File: config.mk
export PLATFORM = sky130hd
export DESIGN_NAME = button_debounce_long_press
export DESIGN_NICKNAME = d
export VERILOG_FILES = /design/src/hdl/bdlp_pkg.sv /design/src/hdl/button_debounce_long_press.sv
export VERILOG_INCLUDE_DIRS = /design/src /design/src/hdl
export SDC_FILE = /design/constraint.sdc
export NUM_CORES = 1
export LEC_CHECK = 0
export ABC_AREA = 1
export ABC_CLOCK_PERIOD_IN_PS = 3700
export CAP_MARGIN = 15
export CORE_MARGIN = 5
export CORE_UTILIZATION = 60
export DETAILED_ROUTE_END_ITERATION = 16
export DONT_BUFFER_PORTS = 1
export GPL_TIMING_DRIVEN = 0
export PLACE_DENSITY = 0.76
export SYNTH_ARGS = -nofsm -noshare
export SYNTH_HDL_FRONTEND = slang
export SYNTH_SLANG_ARGS = --single-unit
File: constraint.sdc
create_clock -name i_clk -period 3.7 [get_ports i_clk]
set_input_delay 0.37 -clock i_clk [delete_from_list [all_inputs] [get_ports i_clk]]
set_output_delay 0.37 -clock i_clk [all_outputs]
set_load 0.005 [all_outputs]
File: src/hdl/assert_macros.svh
// Assertion helpers shared by the RTL. They compile to nothing for synthesis.
`ifndef ASSERT_MACROS_SVH
`define ASSERT_MACROS_SVH

`ifndef SYNTHESIS

`define ASSERT_IMPLY(label, clk, rst_n, ante, cons, msg) \
    label: assert property (@(posedge clk) disable iff (!rst_n) (ante) |-> (cons)) \
        else $error(msg);

`define ASSERT_NEXT(label, clk, rst_n, ante, cons, msg) \
    label: assert property (@(posedge clk) disable iff (!rst_n) (ante) |=> (cons)) \
        else $error(msg);

`else

`define ASSERT_IMPLY(label, clk, rst_n, ante, cons, msg)

`define ASSERT_NEXT(label, clk, rst_n, ante, cons, msg)

`endif

`endif

File: src/hdl/bdlp_pkg.sv
package bdlp_pkg;

    localparam int NUM_BUTTONS = 3;
    localparam int CNT_W       = 16;
    localparam int CFG_W       = 16;
    localparam int CFG_ADDR_W  = 2;
    localparam int OPCODE_W    = 2;
    localparam int IDX_W       = 2;

    localparam int IN_DATA_W  = ((NUM_BUTTONS + IDX_W + 7) / 8) * 8;
    localparam int OUT_DATA_W = ((1 + 2 * NUM_BUTTONS + 7) / 8) * 8;

    typedef logic [OPCODE_W-1:0]    t_opcode;
    typedef logic [CFG_ADDR_W-1:0]  t_cfg_addr;
    typedef logic [CNT_W-1:0]       t_count;
    typedef logic [NUM_BUTTONS-1:0] t_btn_vec;

    localparam t_opcode OP_TICK       = 2'd0;
    localparam t_opcode OP_READ_PRESS = 2'd1;
    localparam t_opcode OP_READ_LONG  = 2'd2;

    localparam t_cfg_addr CFG_HOLD_TICKS    = 2'd0;
    localparam t_cfg_addr CFG_REPEAT_TICKS  = 2'd1;
    localparam t_cfg_addr CFG_PRESSED_LEVEL = 2'd2;

    localparam t_count RST_HOLD_TICKS   = 16'd100;
    localparam t_count RST_REPEAT_TICKS = 16'd50;
    localparam logic   RST_PRESSED      = 1'b0;
    localparam logic   RST_RELEASED     = 1'b1;
    localparam t_count CNT_MAX          = {CNT_W{1'b1}};

endpackage

File: src/hdl/button_debounce_long_press.sv
// Debouncer for NUM_BUTTONS push buttons with long-press and auto-repeat flags.
// Input stream (s_axis): tuser carries the opcode, tdata the pin levels and the
// button index. A tick shifts one sampled level per button into a three-deep
// history; a level is taken once three samples agree. A press sets the press
// flag, holding it past hold_ticks sets the long flag, and while long the press
// flag is raised again after each hold past repeat_ticks. Read items return
// the press flag of one button (and clear it) or its long flag.
// Output stream (m_axis): one transfer per input item, with the requested flag
// and the press and long flags of all buttons after the item.
// The output is valid in the cycle after an input transfer, and one item is
// taken every cycle. The single output register sets this: a new item is taken
// whenever that register is empty or is being emptied in the same cycle, so a
// stalled receiver stops the input only while a result is waiting.
// Reset (synchronous, active low) loads the register defaults, puts every
// sample history to the released level and clears counters and flags.
// Configuration writes through i_cfg_we take effect at once and are meant to
// happen while no item is in flight.
module button_debounce_long_press (
    input  logic                              i_clk,
    input  logic                              i_rst_n,
    input  logic                              i_cfg_we,
    input  bdlp_pkg::t_cfg_addr               i_cfg_addr,
    input  logic [bdlp_pkg::CFG_W-1:0]        i_cfg_data,
    input  logic                              s_axis_tvalid,
    output logic                              s_axis_tready,
    // tdata, from bit 0: pin_levels, button_index, zero pad
    input  logic [bdlp_pkg::IN_DATA_W-1:0]    s_axis_tdata,
    // tuser: opcode
    input  bdlp_pkg::t_opcode                 s_axis_tuser,
    output logic                              m_axis_tvalid,
    input  logic                              m_axis_tready,
    // tdata, from bit 0: flag_value, press_flags, long_flags, zero pad
    output logic [bdlp_pkg::OUT_DATA_W-1:0]   m_axis_tdata
);

    localparam int NB = bdlp_pkg::NUM_BUTTONS;

    // Configuration registers
    bdlp_pkg::t_count r_hold_ticks;
    bdlp_pkg::t_count r_repeat_ticks;
    logic             r_pressed_level;

    // Per-button state
    bdlp_pkg::t_btn_vec r_smp_old, r_smp_mid, r_smp_new, r_acc;
    bdlp_pkg::t_btn_vec r_press, r_long;
    bdlp_pkg::t_count   r_cnt [NB];

    bdlp_pkg::t_btn_vec n_smp_old, n_smp_mid, n_smp_new, n_acc;
    bdlp_pkg::t_btn_vec n_press, n_long;
    bdlp_pkg::t_count   n_cnt [NB];
    logic               n_flag;

    // Output register
    logic                             r_out_valid;
    logic [bdlp_pkg::OUT_DATA_W-1:0]  r_out_data;

    logic                                   w_in_xfer;
    bdlp_pkg::t_btn_vec                     w_pins;
    logic [bdlp_pkg::IDX_W-1:0]             w_idx;
    bdlp_pkg::t_opcode                      w_op;

    assign s_axis_tready = !r_out_valid || m_axis_tready;
    assign w_in_xfer     = s_axis_tvalid && s_axis_tready;
    assign w_pins        = s_axis_tdata[NB-1:0];
    assign w_idx         = s_axis_tdata[NB +: bdlp_pkg::IDX_W];
    assign w_op          = s_axis_tuser;

    assign m_axis_tvalid = r_out_valid;
    assign m_axis_tdata  = r_out_data;

    always_ff @(posedge i_clk) begin
        if (!i_rst_n) begin
            r_hold_ticks    <= bdlp_pkg::RST_HOLD_TICKS;
            r_repeat_ticks  <= bdlp_pkg::RST_REPEAT_TICKS;
            r_pressed_level <= bdlp_pkg::RST_PRESSED;
        end else if (i_cfg_we) begin
            unique case (i_cfg_addr)
                bdlp_pkg::CFG_HOLD_TICKS:    r_hold_ticks    <= i_cfg_data;
                bdlp_pkg::CFG_REPEAT_TICKS:  r_repeat_ticks  <= i_cfg_data;
                bdlp_pkg::CFG_PRESSED_LEVEL: r_pressed_level <= i_cfg_data[0];
                default: ;
            endcase
        end
    end

    always_comb begin
        logic   lvl;
        logic   pl;
        lvl       = 1'b0;
        pl        = r_pressed_level;
        n_smp_old = r_smp_old;
        n_smp_mid = r_smp_mid;
        n_smp_new = r_smp_new;
        n_acc     = r_acc;
        n_press   = r_press;
        n_long    = r_long;
        n_flag    = 1'b0;
        for (int b = 0; b < NB; b++) begin
            n_cnt[b] = r_cnt[b];
        end

        unique case (w_op)
            bdlp_pkg::OP_TICK: begin
                for (int b = 0; b < NB; b++) begin
                    lvl          = w_pins[b];
                    n_smp_old[b] = r_smp_mid[b];
                    n_smp_mid[b] = r_smp_new[b];
                    n_smp_new[b] = lvl;
                    if ((r_smp_mid[b] != r_smp_new[b]) || (r_smp_new[b] != lvl)) begin
                        n_long[b] = 1'b0;
                    end else if (r_acc[b] != lvl) begin
                        n_acc[b] = lvl;
                        if (lvl == pl) begin
                            n_cnt[b]   = '0;
                            n_press[b] = 1'b1;
                        end
                    end else if (lvl == pl) begin
                        if (r_cnt[b] != bdlp_pkg::CNT_MAX) begin
                            n_cnt[b] = r_cnt[b] + 1'b1;
                        end
                        // The limit switches to the repeat interval once long.
                        if (n_cnt[b] > (r_long[b] ? r_repeat_ticks : r_hold_ticks)) begin
                            n_long[b] = 1'b1;
                            n_acc[b]  = ~pl;
                        end
                    end
                end
            end
            bdlp_pkg::OP_READ_PRESS: begin
                for (int b = 0; b < NB; b++) begin
                    if (int'(w_idx) == b) begin
                        n_flag     = r_press[b];
                        n_press[b] = 1'b0;
                    end
                end
            end
            bdlp_pkg::OP_READ_LONG: begin
                for (int b = 0; b < NB; b++) begin
                    if (int'(w_idx) == b) begin
                        n_flag = r_long[b];
                    end
                end
            end
            default: ;
        endcase
    end

    always_ff @(posedge i_clk) begin
        if (!i_rst_n) begin
            r_smp_old <= {NB{bdlp_pkg::RST_RELEASED}};
            r_smp_mid <= {NB{bdlp_pkg::RST_RELEASED}};
            r_smp_new <= {NB{bdlp_pkg::RST_RELEASED}};
            r_acc     <= {NB{bdlp_pkg::RST_RELEASED}};
            r_press   <= '0;
            r_long    <= '0;
            for (int b = 0; b < NB; b++) begin
                r_cnt[b] <= '0;
            end
        end else if (w_in_xfer) begin
            r_smp_old <= n_smp_old;
            r_smp_mid <= n_smp_mid;
            r_smp_new <= n_smp_new;
            r_acc     <= n_acc;
            r_press   <= n_press;
            r_long    <= n_long;
            for (int b = 0; b < NB; b++) begin
                r_cnt[b] <= n_cnt[b];
            end
        end
    end

    always_ff @(posedge i_clk) begin
        if (!i_rst_n) begin
            r_out_valid <= 1'b0;
        end else if (s_axis_tready) begin
            r_out_valid <= s_axis_tvalid;
        end
    end

    always_ff @(posedge i_clk) begin
        if (w_in_xfer) begin
            r_out_data <= bdlp_pkg::OUT_DATA_W'({n_long, n_press, n_flag});
        end
    end

    `include "assert_macros.svh"

    `ASSERT_NEXT(a_out_after_in, i_clk, i_rst_n, w_in_xfer, r_out_valid, "no result after input transfer")
    `ASSERT_NEXT(a_long_only_on_tick, i_clk, i_rst_n, !(w_in_xfer && (w_op == bdlp_pkg::OP_TICK)), (r_long & ~$past(r_long)) == '0, "long flag set without a tick")
    `ASSERT_NEXT(a_press_only_on_tick, i_clk, i_rst_n, !(w_in_xfer && (w_op == bdlp_pkg::OP_TICK)), (r_press & ~$past(r_press)) == '0, "press flag set without a tick")
    `ASSERT_IMPLY(a_hold_output, i_clk, i_rst_n, r_out_valid && !m_axis_tready, !s_axis_tready, "input taken while result stalled")

endmodule

==> run metrics, run 1 <==
Post-synth top cells=265 x nand2_1, 130 x inv_1, 99 x nor2_1, 94 x o21ai_0; CORE AREA=~12000 um2; Top-Level Pins=43; Die Area=14500 um2; vias in the first global route=roughly 6300; Design Area, Final=7840 um2; achievable frequency=0.311 GHz; CTS tree=done; ranking of synthesized cells by area=edfxtp_1 23%, nand2_1 14%, dfxtp_1 13%; Final nets=1117; clock buffer depth=2; First-pass DRT Iterations=8; post-route ant nets=0; # rows=40; Port Buffers=0; wire per inst=15.2 um; Ys Warns=0; outcome=complete, no violations; Post-Route WL=18000 um; initial antenna violation count=0; sequential-to-total area share from yosys stat=0.361; post-route minimum period=3210 ps; Setup WS pre-CTS=564 ps; final core utilization=0.655; biggest area consumer among synthesized cells=edfxtp_1; Crit path arrival time=~3300 ps; mean area per synthesized cell=7.16 um2; Initial Util=0.610; Final Hold Violating Endpoints=0; Clock Sinks=104; main flop type after synthesis=edfxtp_1; vias per inst=approximately 5.6; worst-path fanout max=10; first-pass GRT wire length=30100 um; startpoint types=flop; Reg2Reg Launch Point=r_cnt[0][32]; CTS Root Cell=clkbuf_16; top-count cell post-synth=nand2_1; placed inst area=7480 um2; CP Capture Type=flop; Post-synth EDFFs=55; Post-Syn Instances=1019; Remaining DRCs=0; total chip power=2.95 mW; kind of critical path=flop to flop; Peak VDD IR=0.289 mV; cell area after synthesis=7300 um2; number of H-tree levels=3; launch point of the worst hold path=i_cfg_data[2]; cells on worst reg2reg path=18; RSZ-0062 raised after global routing=no; crit-path most repeated cell=nand2_1; # setup viols final=0; r2r endpoint=m_axis_tdata[6]; HPWL after detailed placement=13900 um; 1st-iter DRT viols=605; largest net degree at the start of global routing=18; Leak Pwr=~3.6 nW; RD Place Congestion=0.933; Clock Skew=7.55 ps; CTS Buf Count=9; fin crit share=0.869; Die Ht=120 um; Worst slew margin=0.464; Setup Fix Bufs, Post-CTS=0; CTS clk-pin slew, worst paths=70 ps; hold crit path type=input pin to flop; GRT Util Overall=0.260; Synth top area share=0.226; syn nets=roughly 1100; share of layout cells above drive strength 1=0.0647; Clk Latency, worst-skew pair=around 360 ps; PwrDens=376 nW/um2; grt ovf=0; CP cell instances=ha_1 -> nand2_2 -> nor3_4 -> nand3_2 -> nor2_4 -> inv_2 -> buf_6 -> nand2_1 -> ha_1 -> nand2_1 -> nor2_1 -> nand4_1 -> nor2_1 -> nor2_1 -> nand3_1 -> nand2_1 -> nand2_1 -> inv_1; Yosys cell types=40; Slowest cell on crit path=edfxtp_1; Critical Path RT=3820 ps; Inserted Diodes=0; Worst Hold Depth=2; crit-path max cell delay=470 ps; post_cts resized=0; setup tns final=0 ps; Final Max Slew Viols=0; worst hold path endpoint=r_hold_ticks[2]; Worst-Margin Slew=~800 ps; Reg2Reg Setup Slack=490 ps; die width=120 um; total number of vias=6574; Area growth syn-to-layout=7.35%; Max Cap Viol=0; Seq cells post-synth=104; final critical-path setup slack=485 ps; share of flip-flops with an asynchronous set or reset=0; CTS Hold Bufs=0
## power breakdown
| part | internal, mW | switching, mW |
|---|---|---|
| logic | 0.175 | 0.337 |
| registers | 1.28 | 0.0510 |
| clock network | 0.651 | 0.450 |
| total | 2.11 | 0.838 |
## per-layer routing
layer	track usage	vias up	wire, um
li1	-	3381	-
met1	0.320	2969	7820
met2	0.441	179	8530
met3	0.0444	45	867
met4	0.131	0	754
met5	0	-	0
## worst max-delay path: cells and delay by family, from the launching register on
family / cells / cell delay [ps]
flops: 1 / 470
fa+ha+maj: 2 / 450
simple gates: 13 / 1680
buf+inv: 3 / 360
## stage by stage
step           hold WS [ps]  instances
2_1_floorplan           442       1019
3_3_place_gp            453       1166
3_5_place_dp            460       1166
4_1_cts                 121       1182
5_1_grt                 128       1182
6_report                131       1182
## flip-flops by register name (all words and copies together), names as in the netlist, 7 cells and up
signal / cells
r_hold_ticks: 16
m_axis_tdata: 7
r_cnt: 48
r_repeat_ticks: 16
## cells in the final DEF, fill, tap and decap left out, types with 10 or more instances in the layout
cell and n:
a21oi_1 55, clkbuf_1 22, clkbuf_16 12, dfxtp_1 49, edfxtp_1 55, ha_1 54
inv_1 130, nand2_1 265, nand3_1 55, nand4_1 15, nor2_1 99, nor3_1 20
o21ai_0 94, or2_2 10, xor2_1 19
## area by class of cell
class	instances	area, um2
clock inverters	4	52.6
plain buffers	31	136
inverters	136	510
fillers	1112	4130
well taps	147	184
flip-flops and latches	104	2630
multi-input cells	748	4020
clock buffers	12	300
## kinds of logic after synthesis
family | Yosys count | synth area share
flops | 104 | 0.361
simple gates | 491 | 0.294
fa+ha+maj | 54 | 0.0926
compound gates | 176 | 0.133
xor+xnor | 26 | 0.0312
other cells | 1 | 0.000514
buf+inv | 167 | 0.0886
## worst max path at each step
stage,startpoint,to,slack (ps)
4_1_cts,r_cnt[0][0],m_axis_tdata[4],540
5_1_grt,r_cnt[0][1],m_axis_tdata[4],230
2_1_floorplan,r_cnt[0][32],m_axis_tdata[6],1080
6_report,r_cnt[0][32],m_axis_tdata[6],490
3_3_place_gp,r_cnt[0][32],m_axis_tdata[6],540
3_5_place_dp,r_cnt[0][32],m_axis_tdata[6],560
Note: power is estimated with default switching activity, not from simulation.
==> inputs of run 2 (changes only) <==
--- a/config.mk
+++ b/config.mk
@@ -7,14 +7,14 @@
 export NUM_CORES = 1
 export LEC_CHECK = 0
 export ABC_AREA = 1
-export ABC_CLOCK_PERIOD_IN_PS = 3700
+export ABC_CLOCK_PERIOD_IN_PS = 2900
 export CAP_MARGIN = 15
 export CORE_MARGIN = 5
-export CORE_UTILIZATION = 60
+export CORE_UTILIZATION = 59
 export DETAILED_ROUTE_END_ITERATION = 16
 export DONT_BUFFER_PORTS = 1
 export GPL_TIMING_DRIVEN = 0
-export PLACE_DENSITY = 0.76
+export PLACE_DENSITY = 0.86
 export SYNTH_ARGS = -nofsm -noshare
 export SYNTH_HDL_FRONTEND = slang
 export SYNTH_SLANG_ARGS = --single-unit
==> constraint.sdc (replaced) <==
create_clock -name i_clk -period 2.9 [get_ports i_clk]
set_input_delay 0.29 -clock i_clk [delete_from_list [all_inputs] [get_ports i_clk]]
set_output_delay 0.29 -clock i_clk [all_outputs]
set_load 0.005 [all_outputs]
==> run metrics, run 2 (synthesis results as in run 1) <==
Final nets=1163 (+4.1%); Clock Sinks=104 (unchanged); hold crit path type=input pin to flop; Port Buffers=0 (unchanged); # setup viols final=1 (+1); total chip power=3.76 mW (+28%); CP Capture Type=flop; CTS Buf Count=9 (unchanged); max FFs per register=48 (unchanged); most frequent cells in the layout=240 x nand2_1, 125 x inv_1, 92 x o21ai_0; 1st-iter DRT viols=727 (+20%); Area growth syn-to-layout=17.6%; dpl cells=1187 (+1.8%); Remaining DRCs=0 (unchanged); number of H-tree levels=3 (unchanged); HPWL after detailed placement=14000 um (+0.27%); failing checks=setup timing; cells on worst reg2reg path=21 (+3); Top Registers=r_cnt: 48 flops, r_hold_ticks: 16 flops, r_repeat_ticks: 16 flops; CTS clk-pin slew, worst paths=70 ps (about the same); RD Place Congestion=0.961 (+3.0%); Setup WS pre-CTS=-231 ps (-795 ps); area of the multi-input gates=4400 um2 (+9.5%); Leak Pwr=3.89 nW (+9.0%); Design Area, Final=8590 um2 (+9.6%); CTS Root Cell=clkbuf_16; Filler cells=894 (-20%); r2r endpoint=m_axis_tdata[6]; die width=121 um (+0.77%); Clk Latency, worst-skew pair=370 ps (about the same); # rows=40 (unchanged); CTS tree=done; Worst Hold Depth=2 (unchanged); Top-Level Pins=43 (unchanged); Clock Skew=14.1 ps (+6.59 ps); achievable frequency=0.339 GHz (+9.1%); GRT Util Overall=0.259 (-0.00112); Reg2Reg Launch Point=r_cnt[0][33]; clock buffer depth=2 (unchanged); worst hold path endpoint=r_repeat_ticks[1]; CORE AREA=12100 um2 (+0.84%); RSZ-0062 raised after global routing=yes; Worst-Margin Slew=778 ps (-24.8 ps); Max Cap Viol=0 (unchanged); Initial Util=0.605 (-0.00506); Post-Layout Cell Count=1249 (+5.7%); Peak VDD IR=0.389 mV (+35%); Final Hold Violating Endpoints=0 (unchanged); total number of vias=7110 (+8.2%); Die Ht=121 um (+0.77%); Worst slew margin=0.480 (+0.0166); largest net degree at the start of global routing=17 (-1); startpoint types=flop; worst-path fanout max=4 (-6); post-route minimum period=2950 ps (-269 ps); vias per inst=5.69 (+2.4%); First-pass DRT Iterations=5 (-3); share of layout cells above drive strength 1=0.171 (+0.106); outcome=complete, but fails checks; kind of critical path=flop to flop; Reg2Reg Setup Slack=-50 ps (-530 ps); grt ovf=0 (unchanged); final critical-path setup slack=-46.1 ps (-531 ps); Die Area=14700 um2 (+1.6%); fin crit share=1.02 (+0.147); largest reg by FF count=r_cnt; Inserted Diodes=0 (unchanged); Final Max Slew Viols=0 (unchanged); worst hold slack=50.6 ps (-80.3 ps); vias in the first global route=6474 (+3.5%); first-pass GRT wire length=30300 um (+0.71%); launch point of the worst hold path=i_cfg_data[1]; commonest non-fill, non-tap cell in the layout=nand2_1; Post-Route WL=20400 um (+14%); initial antenna violation count=0 (unchanged); Crit path arrival time=3080 ps (-250 ps); wire per inst=16.3 um (+7.5%); sequential cell area=2630 um2 (unchanged); placed inst area=7510 um2 (+0.35%); post-route ant nets=0 (unchanged); Critical Path RT=3030 ps (-790 ps); PwrDens=438 nW/um2 (+16%)
-- run 2: changes by cell type in the layout (fill, tap and decap cells not counted), moves of 6 or more --
cell,before,now
buf_4,1,45
ha_1,54,45
ha_4,0,8
nand2_1,265,240
nand2_2,5,28
nand3_1,55,48
nand3_2,4,10
nor2_1,99,86
nor2_2,5,12
nor2_4,2,8
-- run 2: area by class of cell --
class,count,area share
inverters,136,0.0600
clock buffers,13,0.0340
multi-input cells,748,0.513
flip-flops and latches,104,0.307
well taps,168,0.0245
plain buffers,31,0.0187
repair buffers,46,0.0411
clock inverters,3,0.00248
-- run 2: worst max-delay path by stage --
stage	endpoint	slack, ps	start	depth (start not counted)
5_1_grt	m_axis_tdata[6]	-150	r_cnt[0][33]	21
4_1_cts	m_axis_tdata[6]	10	r_cnt[0][33]	19
3_3_place_gp	m_axis_tdata[6]	-200	r_cnt[0][32]	19
3_5_place_dp	m_axis_tdata[6]	-230	r_cnt[0][32]	19
2_1_floorplan	m_axis_tdata[6]	280	r_cnt[0][32]	18
6_report	m_axis_tdata[6]	-50	r_cnt[0][33]	21
-- run 2: timing repair --
action                                  4_1_cts  5_1_grt
setup buffers                                 6       40
pin swaps                                     2       56
hold buffers                                  0        0
resized for setup                             2      103
gates cloned                                  0        0
endpoints found under the setup margin        6        9
-- run 2: metal layers --
metal	global-route usage	vias up	part of all wire
met5	0	-	0
met4	0.131	0	0.044
met3	0.0424	78	0.072
met2	0.439	332	0.49
met1	0.319	3238	0.39
li1	-	3462	-
-- run 2: critical path, stage by stage, from the launching register on --
cell,delay (ps)
edfxtp_1,460
ha_4,190
nand2_4,60
nor3_4,250
nand3_2,140
nor2_4,190
buf_4,170
xor2_2,240
ha_1,230
inv_1,50
nand2_1,60
nand2_1,60
nand2_2,60
nand2_1,40
nand2_1,60
nand2_1,40
nand2_1,70
nand2_2,90
nand3_2,80
nand2_2,50
nand2_2,90
inv_2,30
-- run 2: through the flow --
step,setup TNS [ps],util
floorplan,0,-
global placement,-492,0.623
detailed placement,-846,0.623
CTS,0,0.653
global route,-673,0.712
finish,-46.1,0.712
-- run 2: report_power, final --
group / switching [mW] / internal [mW]
sequential: 0.0671 / 1.64
combinational: 0.500 / 0.279
clock: 0.569 / 0.706
total: 1.14 / 2.62
==> inputs of run 3 (changes only) <==
--- a/config.mk
+++ b/config.mk
@@ -7,7 +7,7 @@
 export NUM_CORES = 1
 export LEC_CHECK = 0
 export ABC_AREA = 1
-export ABC_CLOCK_PERIOD_IN_PS = 2900
+export ABC_CLOCK_PERIOD_IN_PS = 2700
 export CAP_MARGIN = 15
 export CORE_MARGIN = 5
 export CORE_UTILIZATION = 59
==> constraint.sdc (replaced) <==
create_clock -name i_clk -period 2.7 [get_ports i_clk]
set_input_delay 0.27 -clock i_clk [delete_from_list [all_inputs] [get_ports i_clk]]
set_output_delay 0.27 -clock i_clk [all_outputs]
set_load 0.005 [all_outputs]
==> run metrics, run 3 (synthesis results as in run 1) <==
wire per inst=17.2 um (+5.0%); PwrDens=465 nW/um2 (+6.3%); max FFs per register=48 (unchanged); # setup viols final=9 (+8); first-pass GRT wire length=32100 um (+5.7%); worst-path fanout max=3 (-1); Worst slew margin=0.477 (-0.00281); Peak VDD IR=0.350 mV (-10%); Max Cap Viol=0 (unchanged); CTS Hold Bufs=0 (unchanged); initial antenna violation count=0 (unchanged); Initial Util=0.605 (unchanged); RD Place Congestion=0.961 (unchanged); Port Buffers=0 (unchanged); post-route minimum period=2940 ps (-3.69 ps); largest reg by FF count=r_cnt; Leak Pwr=3.96 nW (+1.7%); HPWL after detailed placement=14000 um (unchanged); most frequent cells in the layout=238 x nand2_1, 126 x inv_1, 92 x o21ai_0; vias in the first global route=6827 (+5.5%); largest net degree at the start of global routing=17 (unchanged); CTS Buf Count=9 (unchanged); clock buffer depth=2 (unchanged); placed inst area=7510 um2 (unchanged); GRT Util Overall=0.274 (+0.0153); grt ovf=0 (unchanged); Final Max Slew Viols=0 (unchanged); CP Capture Type=flop; die width=121 um (unchanged); outcome=complete, but fails checks; setup tns final=-1460 ps (-1410 ps); Die Ht=121 um (unchanged); CTS tree=done; First-pass DRT Iterations=6 (+1); RSZ-0062 raised after global routing=yes; Remaining DRCs=0 (unchanged); Reg2Reg Launch Point=r_cnt[0][0]; 1st-iter DRT viols=824 (+13%); worst hold slack=32.1 ps (-18.5 ps); Final nets=1174 (+0.95%); # rows=40 (unchanged); Top Registers=r_cnt: 48 flops, r_hold_ticks: 16 flops, r_repeat_ticks: 16 flops; commonest non-fill, non-tap cell in the layout=nand2_1; Setup WS pre-CTS=-431 ps (-200 ps); Clock Skew=10.9 ps (-3.27 ps); CTS clk-pin slew, worst paths=70 ps (about the same); hold crit path type=input pin to flop; crit path launch=r_cnt[0][0]; failing checks=setup timing; Critical Path RT=2920 ps (-110 ps); launch point of the worst hold path=i_cfg_data[1]; Die Area=14700 um2 (unchanged); Crit path arrival time=3170 ps (+90 ps); Design Area, Final=8760 um2 (+2.0%); startpoint types=flop; Worst-Margin Slew=782 ps (+4.20 ps); Inserted Diodes=0 (unchanged); number of H-tree levels=3 (unchanged); total number of vias=7387 (+3.9%); post-route ant nets=0 (unchanged); Top-Level Pins=43 (unchanged); kind of critical path=flop to flop; share of layout cells above drive strength 1=0.190 (+0.0193); final critical-path setup slack=-242 ps (-196 ps); vias per inst=5.86 (+3.0%); Area growth syn-to-layout=20.0%; Final Hold Violating Endpoints=0 (unchanged); achievable frequency=0.340 GHz (+0.13%); Clk Latency, worst-skew pair=360 ps (about the same); CORE AREA=12100 um2 (unchanged); Post-Route WL=21600 um (+6.0%); Clock Sinks=104 (unchanged); fin crit share=1.09 (+0.0739); CTS Root Cell=clkbuf_16
-- run 3: what timing repair did --
| action | 4_1_cts | 5_1_grt |
|---|---|---|
| pin swaps | 27 | 57 |
| gates cloned | 0 | 0 |
| setup endpoints to repair | 9 | 10 |
| buffers inserted | 31 | 28 |
| gates resized for setup | 40 | 79 |
-- run 3: layout make-up --
cell class,count,area (um2)
flip-flops and latches,104,2630
plain buffers,31,158
inverters,136,518
repair buffers,57,443
fillers,866,3300
multi-input cells,748,4480
clock inverters,3,21.3
well taps,168,210
clock buffers,13,292
-- run 3: worst paths after layout --
path	cells after the start	slack, ps	endpoint
worst max-delay path	19	-240	r_acc[0]
worst min-delay path	2	30	r_repeat_ticks[1]
worst max register to register	19	-240	r_acc[0]
worst min register to register	2	480	r_acc[1]
-- run 3: routing by layer --
metal | routed length (um) | global-route usage | vias up
met3 | 1700 | 0.0438 | 97
met2 | 10500 | 0.465 | 427
met1 | 8270 | 0.328 | 3380
met4 | 1100 | 0.163 | 0
li1 | - | - | 3483
met5 | 0 | 0 | -
-- run 3: power by group --
group / internal (mW) / switching (mW) / total [mW]
clock: 0.758 / 0.611 / 1.37
combinational: 0.314 / 0.557 / 0.871
sequential: 1.76 / 0.0760 / 1.83
-- run 3: critical path, cell delays in order, from the launching register on --
cell and delay [ps]:
edfxtp_1 460, ha_4 190, nand3_4 80, nor3_4 190, inv_2 70, nor2_4 110, nand4_1 180, xor2_2 260
nand2_1 80, ha_1 300, nand2_2 100, nor2_4 50, nand2_2 80, nor2_1 50, nor2_1 170, nand2_1 120
nand2_2 100, nand2_1 70, nand2_1 70, nand3_1 70
-- run 3: metrics by stage --
step                      cells  total power, mW  utilization
final                      1260             4.07        0.726
after CTS                  1234             3.95        0.682
after global placement     1187             2.52        0.623
after global routing       1260             4.26        0.726
after detailed placement   1187             2.56        0.623
after floorplan            1019             2.37            -
